==> config.mk <==
export PLATFORM = sky130hd
export DESIGN_NAME = periodic_task_table_scheduler
export DESIGN_NICKNAME = d
export VERILOG_FILES = /design/src/hw/rtl/ptts_pkg.sv /design/src/hw/rtl/ptts_ram.sv /design/src/hw/rtl/ptts_dp.sv /design/src/hw/rtl/ptts_ctrl.sv /design/src/hw/rtl/periodic_task_table_scheduler.sv
export SDC_FILE = /design/constraint.sdc
export NUM_CORES = 1
export LEC_CHECK = 0
export BUFFER_PORTS_ARGS = -buffer_cell sky130_fd_sc_hd__buf_2
export CAP_MARGIN = 20
export CORE_ASPECT_RATIO = 1.5
export CORE_MARGIN = 1.5
export CORE_UTILIZATION = 56
export CTS_CLUSTER_DIAMETER = 120
export DETAILED_ROUTE_END_ITERATION = 10
export GPL_TIMING_DRIVEN = 0
export HOLD_SLACK_MARGIN = 0.08
export PLACE_DENSITY = 0.83
export SLEW_MARGIN = 40
export SYNTH_ARGS = -nofsm -noshare
export SYNTH_HDL_FRONTEND = slang
export SYNTH_SLANG_ARGS = --single-unit
==> constraint.sdc <==
create_clock -name i_clk -period 9.3 [get_ports i_clk]
set_input_delay 1.86 -clock i_clk [delete_from_list [all_inputs] [get_ports i_clk]]
set_output_delay 1.86 -clock i_clk [all_outputs]
set_load 0.05 [all_outputs]
==> src/hw/rtl/ptts_pkg.sv <==
`timescale 1ns / 1ps
// ----------------------------------------------------------------------------
// ptts_pkg: shared types and codes of the periodic task table scheduler
// Request and response payloads, table entry layout, request/status/outcome
// codes and the command/status bundles between controller and datapath.
// ----------------------------------------------------------------------------
package ptts_pkg;

    // Table size and tick divider
    localparam int         DEF_SLOTS = 16;
    localparam int         DIV_W     = 9;
    localparam logic [8:0] DIV_RESET = 9'd392;

    // Request types
    localparam logic [2:0] REQ_ADD      = 3'd0;
    localparam logic [2:0] REQ_DELETE   = 3'd1;
    localparam logic [2:0] REQ_STATUS   = 3'd2;
    localparam logic [2:0] REQ_TIMER    = 3'd3;
    localparam logic [2:0] REQ_DISPATCH = 3'd4;
    localparam logic [2:0] REQ_COMPLETE = 3'd5;

    // Entry status codes
    localparam logic [1:0] ST_RUNNABLE = 2'd0;
    localparam logic [1:0] ST_RUNNING  = 2'd1;
    localparam logic [1:0] ST_STOPPED  = 2'd2;
    localparam logic [1:0] ST_ERROR    = 2'd3;

    // Outcome codes
    localparam logic [2:0] OC_OK          = 3'd0;
    localparam logic [2:0] OC_DUP         = 3'd1;
    localparam logic [2:0] OC_FULL        = 3'd2;
    localparam logic [2:0] OC_UNKNOWN     = 3'd3;
    localparam logic [2:0] OC_NONE_READY  = 3'd4;
    localparam logic [2:0] OC_NOT_RUNNING = 3'd5;

    typedef struct packed {
        logic [2:0]  req_type;
        logic [7:0]  task_id;
        logic [7:0]  period;
        logic [31:0] task_data;
        logic [3:0]  slot;
        logic        repeat_req;
    } t_req;

    typedef struct packed {
        logic [2:0]  outcome;
        logic [1:0]  status_code;
        logic [3:0]  ready_slot;
        logic [7:0]  ready_id;
        logic [31:0] ready_data;
    } t_rsp;

    typedef struct packed {
        logic [7:0]  ident;
        logic [7:0]  countdown;
        logic [7:0]  period;
        logic [1:0]  status;
        logic [31:0] word;
    } t_entry;

    localparam int ENTRY_W = $bits(t_entry);

    localparam t_entry ENTRY_RESET = '{
        ident:     8'd0,
        countdown: 8'd0,
        period:    8'd0,
        status:    ST_STOPPED,
        word:      32'd0
    };

    // Controller to datapath
    typedef struct packed {
        logic latch;       // capture the accepted request
        logic prescale;    // advance the prescaler
        logic scan_start;  // rewind the scan to slot 0
        logic rd_slot;     // point the scan at the request's slot
        logic scan_run;    // read one slot, check the previous one
        logic commit;      // write back the checked or chosen entry
        logic res_load;    // capture the response
        logic out_load;    // move the response to the output register
    } t_dp_cmd;

    // Datapath to controller
    typedef struct packed {
        logic [2:0] op;
        logic       slot_ok;
        logic       tick;
        logic       hit;
        logic       last;
        logic       out_free;
    } t_dp_sts;

endpackage

==> src/hw/rtl/ptts_ram.sv <==
`timescale 1ns / 1ps
// ----------------------------------------------------------------------------
// ptts_ram: generic single write, single read RAM
// One write port and one read port with registered read data.
// ----------------------------------------------------------------------------
module ptts_ram
    import ptts_pkg::*;
#(
    parameter int WIDTH = ENTRY_W,
    parameter int DEPTH = DEF_SLOTS
) (
    input  logic                                   i_clk,
    input  logic                                   i_we,
    input  logic [((DEPTH > 1) ? $clog2(DEPTH) : 1)-1:0] i_waddr,
    input  logic [WIDTH-1:0]                       i_wdata,
    input  logic [((DEPTH > 1) ? $clog2(DEPTH) : 1)-1:0] i_raddr,
    output logic [WIDTH-1:0]                       o_rdata
);

    logic [WIDTH-1:0] r_mem [DEPTH];
    logic [WIDTH-1:0] r_rdata;

    // Write and registered read
    always_ff @(posedge i_clk) begin
        if (i_we) begin
            r_mem[i_waddr] <= i_wdata;
        end
        r_rdata <= r_mem[i_raddr];
    end

    assign o_rdata = r_rdata;

endmodule

==> src/hw/rtl/ptts_dp.sv <==
`timescale 1ns / 1ps
// ----------------------------------------------------------------------------
// ptts_dp: scheduler datapath
// Task table in RAM with per-slot valid bits, slot scan behind the registered RAM
// read, prescaler, tick divider register, response and output registers.
// ----------------------------------------------------------------------------
module ptts_dp
    import ptts_pkg::*;
#(
    parameter int SLOTS = DEF_SLOTS
) (
    input  logic             i_clk,
    input  logic             i_rst_n,
    input  t_req             i_req,
    input  t_dp_cmd          i_cmd,
    output t_dp_sts          o_sts,
    input  logic             i_cfg_valid,
    input  logic [DIV_W-1:0] i_cfg_data,
    input  logic             i_out_stall,
    output logic             o_out_valid,
    output t_rsp             o_out_rsp
);

    localparam int IDX_W = (SLOTS > 1) ? $clog2(SLOTS) : 1;
    localparam int CNT_W = $clog2(SLOTS + 1);

    t_req             r_req;
    logic [DIV_W-1:0] r_div;
    logic [DIV_W-1:0] r_pre;
    logic [CNT_W-1:0] r_rd_idx;
    logic [IDX_W-1:0] r_chk_idx;
    logic             r_chk_vld;
    logic [SLOTS-1:0] r_valid;
    logic             r_dup;
    logic             r_free_vld;
    logic [IDX_W-1:0] r_free_idx;
    t_rsp             r_res;
    t_rsp             r_out;
    logic             r_out_vld;

    t_entry           s_ram_q;
    t_entry           s_row;
    t_entry           s_wdata;
    logic [IDX_W-1:0] s_waddr;
    logic             s_we;
    logic             s_match;
    logic             s_runnable;
    logic             s_running;
    logic             s_stopped;
    logic             s_cd_zero;
    logic             s_hit;
    logic             s_last;
    logic [DIV_W-1:0] s_pre_next;
    logic             s_tick;
    logic             s_out_free;
    t_rsp             s_res;

    // Entry table
    ptts_ram #(
        .WIDTH (ENTRY_W),
        .DEPTH (SLOTS)
    ) u_ram (
        .i_clk   (i_clk),
        .i_we    (s_we),
        .i_waddr (s_waddr),
        .i_wdata (s_wdata),
        .i_raddr (r_rd_idx[IDX_W-1:0]),
        .o_rdata (s_ram_q)
    );

    // Checked row: a slot never written reads as its reset value
    assign s_row      = r_valid[r_chk_idx] ? s_ram_q : ENTRY_RESET;
    assign s_match    = (s_row.ident == r_req.task_id);
    assign s_runnable = (s_row.status == ST_RUNNABLE);
    assign s_running  = (s_row.status == ST_RUNNING);
    assign s_stopped  = (s_row.status == ST_STOPPED);
    assign s_cd_zero  = (s_row.countdown == 8'd0);

    // Prescaler step
    assign s_pre_next = r_pre + 1'b1;
    assign s_tick     = (s_pre_next == r_div);

    assign s_out_free = !r_out_vld || !i_out_stall;

    // Flag the checked row that the request acts on
    always_comb begin
        s_hit = 1'b0;
        if (r_chk_vld) begin
            unique case (r_req.req_type) inside
                REQ_DELETE, REQ_STATUS: s_hit = s_match;
                REQ_TIMER:              s_hit = s_runnable && !s_cd_zero;
                REQ_DISPATCH:           s_hit = s_runnable && s_cd_zero;
                REQ_COMPLETE:           s_hit = s_running;
                default:                s_hit = 1'b0;
            endcase
        end
    end

    assign s_last = r_chk_vld && ((r_req.req_type == REQ_COMPLETE) ||
                                  (r_chk_idx == IDX_W'(SLOTS - 1)));

    assign o_sts = '{
        op:       r_req.req_type,
        slot_ok:  (int'(r_req.slot) < SLOTS),
        tick:     s_tick,
        hit:      s_hit,
        last:     s_last,
        out_free: s_out_free
    };

    // Build the write-back entry
    always_comb begin
        s_we    = 1'b0;
        s_waddr = r_chk_idx;
        s_wdata = s_row;
        if (i_cmd.commit) begin
            unique case (r_req.req_type)
                REQ_ADD: begin
                    s_we    = !r_dup && r_free_vld;
                    s_waddr = r_free_idx;
                    s_wdata = '{
                        ident:     r_req.task_id,
                        countdown: r_req.period,
                        period:    r_req.period,
                        status:    ST_RUNNABLE,
                        word:      r_req.task_data
                    };
                end
                REQ_DELETE: begin
                    s_we           = 1'b1;
                    s_wdata.status = ST_STOPPED;
                end
                REQ_TIMER: begin
                    s_we              = 1'b1;
                    s_wdata.countdown = s_row.countdown - 8'd1;
                end
                REQ_DISPATCH: begin
                    s_we           = 1'b1;
                    s_wdata.status = ST_RUNNING;
                end
                REQ_COMPLETE: begin
                    s_we              = 1'b1;
                    s_wdata.countdown = s_row.period;
                    s_wdata.status    = r_req.repeat_req ? ST_RUNNABLE : ST_STOPPED;
                end
                default: s_we = 1'b0;
            endcase
        end
    end

    // Build the response
    always_comb begin
        s_res = '{
            outcome:     OC_OK,
            status_code: ST_RUNNABLE,
            ready_slot:  4'd0,
            ready_id:    8'd0,
            ready_data:  32'd0
        };
        unique case (r_req.req_type)
            REQ_ADD: begin
                if (r_dup) begin
                    s_res.outcome = OC_DUP;
                end else if (!r_free_vld) begin
                    s_res.outcome = OC_FULL;
                end
            end
            REQ_DELETE: begin
                if (!s_hit) begin
                    s_res.outcome = OC_UNKNOWN;
                end
            end
            REQ_STATUS: begin
                if (s_hit) begin
                    s_res.status_code = s_row.status;
                end else begin
                    s_res.outcome     = OC_UNKNOWN;
                    s_res.status_code = ST_ERROR;
                end
            end
            REQ_DISPATCH: begin
                if (s_hit) begin
                    s_res.ready_slot = 4'(r_chk_idx);
                    s_res.ready_id   = s_row.ident;
                    s_res.ready_data = s_row.word;
                end else begin
                    s_res.outcome = OC_NONE_READY;
                end
            end
            REQ_COMPLETE: begin
                if (!s_hit) begin
                    s_res.outcome = OC_NOT_RUNNING;
                end
            end
            default: s_res.outcome = OC_OK;
        endcase
    end

    // Control registers
    always_ff @(posedge i_clk) begin
        if (!i_rst_n) begin
            r_div      <= DIV_RESET;
            r_pre      <= '0;
            r_rd_idx   <= '0;
            r_chk_vld  <= 1'b0;
            r_valid    <= '0;
            r_dup      <= 1'b0;
            r_free_vld <= 1'b0;
            r_out_vld  <= 1'b0;
        end else begin
            // Take a divider write
            if (i_cfg_valid) begin
                r_div <= i_cfg_data;
            end

            // Advance the prescaler, clear on a tick
            if (i_cmd.prescale) begin
                r_pre <= s_tick ? '0 : s_pre_next;
            end

            // Position and advance the scan
            if (i_cmd.scan_start) begin
                r_rd_idx   <= '0;
                r_dup      <= 1'b0;
                r_free_vld <= 1'b0;
            end else if (i_cmd.rd_slot) begin
                r_rd_idx <= CNT_W'(r_req.slot);
            end else if (i_cmd.scan_run && (r_rd_idx < CNT_W'(SLOTS))) begin
                r_rd_idx <= r_rd_idx + 1'b1;
            end
            r_chk_vld <= i_cmd.scan_run && (r_rd_idx < CNT_W'(SLOTS));

            // Track duplicates and the first free slot for an add
            if (r_chk_vld && (r_req.req_type == REQ_ADD)) begin
                if (s_match && (s_runnable || s_running)) begin
                    r_dup <= 1'b1;
                end
                if (s_stopped) begin
                    r_free_vld <= 1'b1;
                end
            end

            // Mark written slots
            if (s_we) begin
                r_valid[s_waddr] <= 1'b1;
            end

            // Output handshake
            if (i_cmd.out_load) begin
                r_out_vld <= 1'b1;
            end else if (!i_out_stall) begin
                r_out_vld <= 1'b0;
            end
        end
    end

    // Payload registers
    always_ff @(posedge i_clk) begin
        if (i_cmd.latch) begin
            r_req <= i_req;
        end
        if (i_cmd.scan_run) begin
            r_chk_idx <= r_rd_idx[IDX_W-1:0];
        end
        if (r_chk_vld && (r_req.req_type == REQ_ADD) && s_stopped && !r_free_vld) begin
            r_free_idx <= r_chk_idx;
        end
        if (i_cmd.res_load) begin
            r_res <= s_res;
        end
        if (i_cmd.out_load) begin
            r_out <= r_res;
        end
    end

    assign o_out_valid = r_out_vld;
    assign o_out_rsp   = r_out;

`ifndef NO_ASSERTIONS
    a_wr_range: assert property (@(posedge i_clk) disable iff (!i_rst_n)
        s_we |-> (int'(s_waddr) < SLOTS))
        else $error("table write outside the slot range");

    a_chk_range: assert property (@(posedge i_clk) disable iff (!i_rst_n)
        r_chk_vld |-> (int'(r_chk_idx) < SLOTS))
        else $error("checked slot outside the slot range");

    a_tick_clear: assert property (@(posedge i_clk) disable iff (!i_rst_n)
        (i_cmd.prescale && s_tick) |=> (r_pre == '0))
        else $error("prescaler not cleared after a tick");

    a_out_load: assert property (@(posedge i_clk) disable iff (!i_rst_n)
        i_cmd.out_load |-> (!r_out_vld || !i_out_stall))
        else $error("output register overwritten while held");
`endif

endmodule

==> src/hw/rtl/ptts_ctrl.sv <==
`timescale 1ns / 1ps
// ----------------------------------------------------------------------------
// ptts_ctrl: scheduler controller
// Sequences each request: accept, decode, slot scan, add write-back, and
// hand-off of the response to the output register.
// ----------------------------------------------------------------------------
module ptts_ctrl
    import ptts_pkg::*;
(
    input  logic    i_clk,
    input  logic    i_rst_n,
    input  logic    i_in_valid,
    output logic    o_in_stall,
    input  t_dp_sts i_sts,
    output t_dp_cmd o_cmd
);

    typedef enum logic [2:0] {
        S_IDLE,
        S_DECIDE,
        S_SCAN,
        S_ADD_WR,
        S_OUT
    } t_state;

    t_state  r_state;
    t_state  n_state;
    logic    r_stall;
    t_dp_cmd s_cmd;

    // Next state and commands
    always_comb begin
        n_state = r_state;
        s_cmd   = '0;
        unique case (r_state)
            S_IDLE: begin
                if (i_in_valid) begin
                    s_cmd.latch = 1'b1;
                    n_state     = S_DECIDE;
                end
            end
            S_DECIDE: begin
                unique case (i_sts.op) inside
                    REQ_TIMER: begin
                        s_cmd.prescale = 1'b1;
                        if (i_sts.tick) begin
                            s_cmd.scan_start = 1'b1;
                            n_state          = S_SCAN;
                        end else begin
                            s_cmd.res_load = 1'b1;
                            n_state        = S_OUT;
                        end
                    end
                    REQ_COMPLETE: begin
                        if (i_sts.slot_ok) begin
                            s_cmd.rd_slot = 1'b1;
                            n_state       = S_SCAN;
                        end else begin
                            s_cmd.res_load = 1'b1;
                            n_state        = S_OUT;
                        end
                    end
                    REQ_ADD, REQ_DELETE, REQ_STATUS, REQ_DISPATCH: begin
                        s_cmd.scan_start = 1'b1;
                        n_state          = S_SCAN;
                    end
                    default: begin
                        s_cmd.res_load = 1'b1;
                        n_state        = S_OUT;
                    end
                endcase
            end
            S_SCAN: begin
                s_cmd.scan_run = 1'b1;
                s_cmd.commit   = i_sts.hit;
                if (i_sts.hit && (i_sts.op != REQ_TIMER)) begin
                    // stop at the first match
                    s_cmd.res_load = 1'b1;
                    n_state        = S_OUT;
                end else if (i_sts.last) begin
                    if (i_sts.op == REQ_ADD) begin
                        n_state = S_ADD_WR;
                    end else begin
                        s_cmd.res_load = 1'b1;
                        n_state        = S_OUT;
                    end
                end
            end
            S_ADD_WR: begin
                s_cmd.commit   = 1'b1;
                s_cmd.res_load = 1'b1;
                n_state        = S_OUT;
            end
            S_OUT: begin
                if (i_sts.out_free) begin
                    s_cmd.out_load = 1'b1;
                    n_state        = S_IDLE;
                end
            end
            default: n_state = S_IDLE;
        endcase
    end

    // State and registered stall
    always_ff @(posedge i_clk) begin
        if (!i_rst_n) begin
            r_state <= S_IDLE;
            r_stall <= 1'b0;
        end else begin
            r_state <= n_state;
            r_stall <= (n_state != S_IDLE);
        end
    end

    assign o_in_stall = r_stall;
    assign o_cmd      = s_cmd;

endmodule

==> src/hw/rtl/periodic_task_table_scheduler.sv <==
// Requests without a scan go straight to the response register; complete reads only its
// own slot, a table scan reads up to SLOTS slots, and add follows its scan with a write-back.
// Throughput: one request at a time; the scan reads one slot per cycle from
// the single read port of the entry RAM. A new request enters while a result waits.
// Reset: synchronous, active low; all slots read as stopped at once, divide 392.
`timescale 1ns / 1ps
// ----------------------------------------------------------------------------
// periodic_task_table_scheduler: periodic task table scheduler top level
// Adds, deletes and queries periodic tasks, ticks their countdowns through
// a prescaler and dispatches and completes ready tasks.
// ----------------------------------------------------------------------------
module periodic_task_table_scheduler
    import ptts_pkg::*;
#(
    parameter int SLOTS = DEF_SLOTS
) (
    input  logic             i_clk,
    input  logic             i_rst_n,
    input  logic             i_in_valid,
    output logic             o_in_stall,
    input  t_req             i_in_req,
    output logic             o_out_valid,
    input  logic             i_out_stall,
    output t_rsp             o_out_rsp,
    input  logic             i_cfg_valid,
    output logic             o_cfg_ready,
    input  logic [DIV_W-1:0] i_cfg_data
);

    t_dp_cmd s_cmd;
    t_dp_sts s_sts;

    // Request sequencing
    ptts_ctrl u_ctrl (
        .i_clk      (i_clk),
        .i_rst_n    (i_rst_n),
        .i_in_valid (i_in_valid),
        .o_in_stall (o_in_stall),
        .i_sts      (s_sts),
        .o_cmd      (s_cmd)
    );

    // Table, prescaler and result path
    ptts_dp #(
        .SLOTS (SLOTS)
    ) u_dp (
        .i_clk       (i_clk),
        .i_rst_n     (i_rst_n),
        .i_req       (i_in_req),
        .i_cmd       (s_cmd),
        .o_sts       (s_sts),
        .i_cfg_valid (i_cfg_valid && o_cfg_ready),
        .i_cfg_data  (i_cfg_data),
        .i_out_stall (i_out_stall),
        .o_out_valid (o_out_valid),
        .o_out_rsp   (o_out_rsp)
    );

    // Divider writes are always taken
    assign o_cfg_ready = 1'b1;

endmodule

==> metrics <==
status=complete, no violations; worst endpoint required time=9690 ps; vias in the first global route=26,300; clock slew at reported path FFs=70 ps; worst-margin pin slew=1020 ps; PortBufs=118; number of synthesized flops with an enable pin=1,090; CTS buffer count=101; Detail Placement HPWL=79.6 mm; Via-to-Cell Ratio=6.81; Netlist cell types=67; GRT Total Usage=30.3%; RSZ-0062 raised after global routing=false; Hold Fails Final Rpt=0; most common cell in the synthesized netlist=edfxtp_1; post-route insts no fill=3,803; crit path buf inv count=8; highest clock rate=118 MHz; Routability Congestion=0.956; crit-path cells=and2_1 -> a221o_1 -> o22ai_1 -> clkbuf_1 -> buf_1 -> nand2_1 -> ha_1 -> or4b_1 -> a21oi_1 -> o2111ai_1 -> a2111oi_4 -> o21a_1 -> nor2_2 -> nor4_2 -> buf_2 -> buf_2 -> buf_2 -> buf_2 -> buf_2 -> buf_2; Mapped Avg Cell Area=20.6 um^2; number of synthesized register bits=1,195; Setup crit end kind=flop; setup ws final=851 ps; CP peak stage delay=940 ps; gr ovfl total=0; Die Span Y=351 um; post-synth top area cell=edfxtp_1; Row Count=127; CTS tree=yes; sequential-to-total area share from yosys stat=77.0%; initial antenna violation count=1; Routed Antenna Nets=0; Layout area overhead=16.8%; drt wl/cell=32.8 um; pwr dens=213 nW/um^2; critical path peak fanout=10; crit-path leading delay family=buffers and inverters; Die Span X=235 um; CTS Sinks=1,195; Post-CTS Hold Fix Bufs=0; slowest cell on the critical path=nor4_2; Slew Limit Fails=0; Worst-Skew Late Latency=700 ps; Max Cap Viol=0; critical path type=reg -> reg; WP data arrival=8840 ps; hold depth=0; first-pass GRT wire length=178 mm; vias after detailed routing=25,900; Final Setup Violations=0; Yosys warning count=0; largest net degree at the start of global routing=18; crit path time final=8450 ps; drt first-iter violations=4,351; I/O Pins=122; fillers=4,738; critical path startpoint=u_dp.r_chk_idx[1]; cell area after placement=49,000 um^2; Synthesized Nets=2,269; hold_sp=u_dp.r_res[46]; initial core utilization=56.6%; Clock Root Buffer=clkbuf_16; residual DRC count=0; worst reg2reg startpoint=u_dp.r_chk_idx[1]; Synth top cells by count=1,090 x edfxtp_1, 292 x mux4_2, 153 x nand2_1; Post-synth ARST share=0%; Worst R2R End=u_dp.u_ram.r_mem[4][41]; Final Routed Wirelength=125 mm; R2R setup slack=850 ps; share of layout cells above drive strength 1=35.9%; die area=82,500 um^2; final period utilization=90.8%; H-Tree Depth=3; Lkg Pwr=17.6 nW; cell count after synthesis=2,196; WHS Endpoint=u_dp.o_out_rsp[46]; Nets=2,754; Worst Hold Class=reg -> reg; CP Launch Type=flop; Clock Path Buffers=3; DP Cell Count=3,609; Primary FF master, synth=edfxtp_1; pre-CTS setup slack=1510 ps; max_slew headroom=31.3%; total power=11.3 mW; core box area=79,900 um^2; worst-case clock skew=29.8 ps; Post-CTS Setup Bufs=0; Worst IR Drop VDD=0.000140 V; post-cts gate resize count=0; worst r2r path cells=20; share of the synthesized area in the top cell type=72.4%; mapped cell area=45,200 um^2; CP most frequent cell=buf_2; Final Instance Area=52,800 um^2; DR pass1 iterations=8; Synth area leaders=edfxtp_1 72%, mux4_2 15%, dfxtp_1 4.6%
-- area by class of cell --
class	instances	area (um^2)	share of cell area, %
multi-input cells	877	10300	19.4
inverters	10	37.5	0.0711
plain buffers	114	522	0.988
repair buffers	382	2290	4.34
flip-flops and latches	1195	34800	66.0
well taps	1032	1290	2.45
clock inverters	70	906	1.72
diodes	2	5.00	0.00948
clock buffers	121	2660	5.04
-- per-stage QoR --
step	TNS, ps	hold slack [ps]	util [%]
finish	0	416	66.1
global route	0	424	66.1
CTS	0	418	65.8
detailed placement	0	405	61.3
global placement	-6805770	403	58.9
floorplan	-269330	400	-
-- placed cells by master, fill, tap and decap left out, drive strengths merged, types with 5 or more instances in the layout --
master,count
edfxtp,1090
buf,409
mux4,292
clkbuf,208
nand2,153
dfxtp,105
nor2,74
o21ai,66
clkinv,37
nor3,28
a21oi,22
and2,20
o31ai,20
bufinv,18
inv,17
mux2i,16
nor2b,15
nand3,13
xnor2,13
a31oi,10
nand2b,8
o21a,8
a211oi,8
clkinvlp,8
nor4,8
o211ai,7
xor2,7
nand4,7
o22ai,7
a221oi,6
and3,5
-- logic make-up after synthesis --
logic type               count (synthesis)  synth area share, %
adder cells (fa/ha/maj)                  3               0.0830
XOR/XNOR                                20                0.387
AO/OA/AOI/OAI                          184                 2.74
flip-flops                            1195                 77.0
AND/OR/NAND/NOR                        357                 3.67
buffers and inverters                  124                 1.10
multiplexers                           312                 15.0
other                                    1              0.00829
-- per-layer routing --
layer,share of wire [%],GRT usage [%]
met5,0,0
met2,50,51.3
met4,6.6,18.2
met1,32,36.5
met3,11,6.02
-- worst register-to-register path, cell delays in order (launching register included) --
cell and delay, ps:
edfxtp_1 570, and2_1 260, a221o_1 410, o22ai_1 610, clkbuf_1 770, buf_1 580
nand2_1 200, ha_1 340, or4b_1 520, a21oi_1 230, o2111ai_1 220, a2111oi_4 590
o21a_1 290, nor2_2 190, nor4_2 940, buf_2 340, buf_2 230, buf_2 250
buf_2 200, buf_2 200, buf_2 190
-- registers in the layout (all words and copies together) (netlist names), 5 cells and up --
register and cells:
u_dp.o_out_rsp 49, u_dp.u_ram.r_mem 928, u_dp.r_pre 9, u_dp.r_rd_idx 5, u_dp.r_res 49, u_dp.u_ram.o_rdata 58
u_dp.r_valid 16, u_dp.r_req 53, u_dp.r_div 9
-- power breakdown --
group | internal [mW] | switching, mW | leakage (nW)
registers | 5.92 | 0.0594 | 11.0
clock network | 2.57 | 2.01 | 1.74
logic | 0.290 | 0.408 | 4.89
-- how the worst max path moves through the flow --
stage | cells past startpoint | to | slack [ps]
4_1_cts | 20 | u_dp.u_ram.r_mem[4][41] | 1420
3_5_place_dp | 20 | u_dp.u_ram.r_mem[4][41] | 1510
3_3_place_gp | 14 | u_dp.u_ram.r_mem[9][29] | -9680
2_1_floorplan | 15 | u_dp.u_ram.r_mem[15][0] | -770
6_report | 20 | u_dp.u_ram.r_mem[4][41] | 850
5_1_grt | 20 | u_dp.u_ram.r_mem[4][41] | 980
No activity file was read; power rests on OpenSTA's default activity.
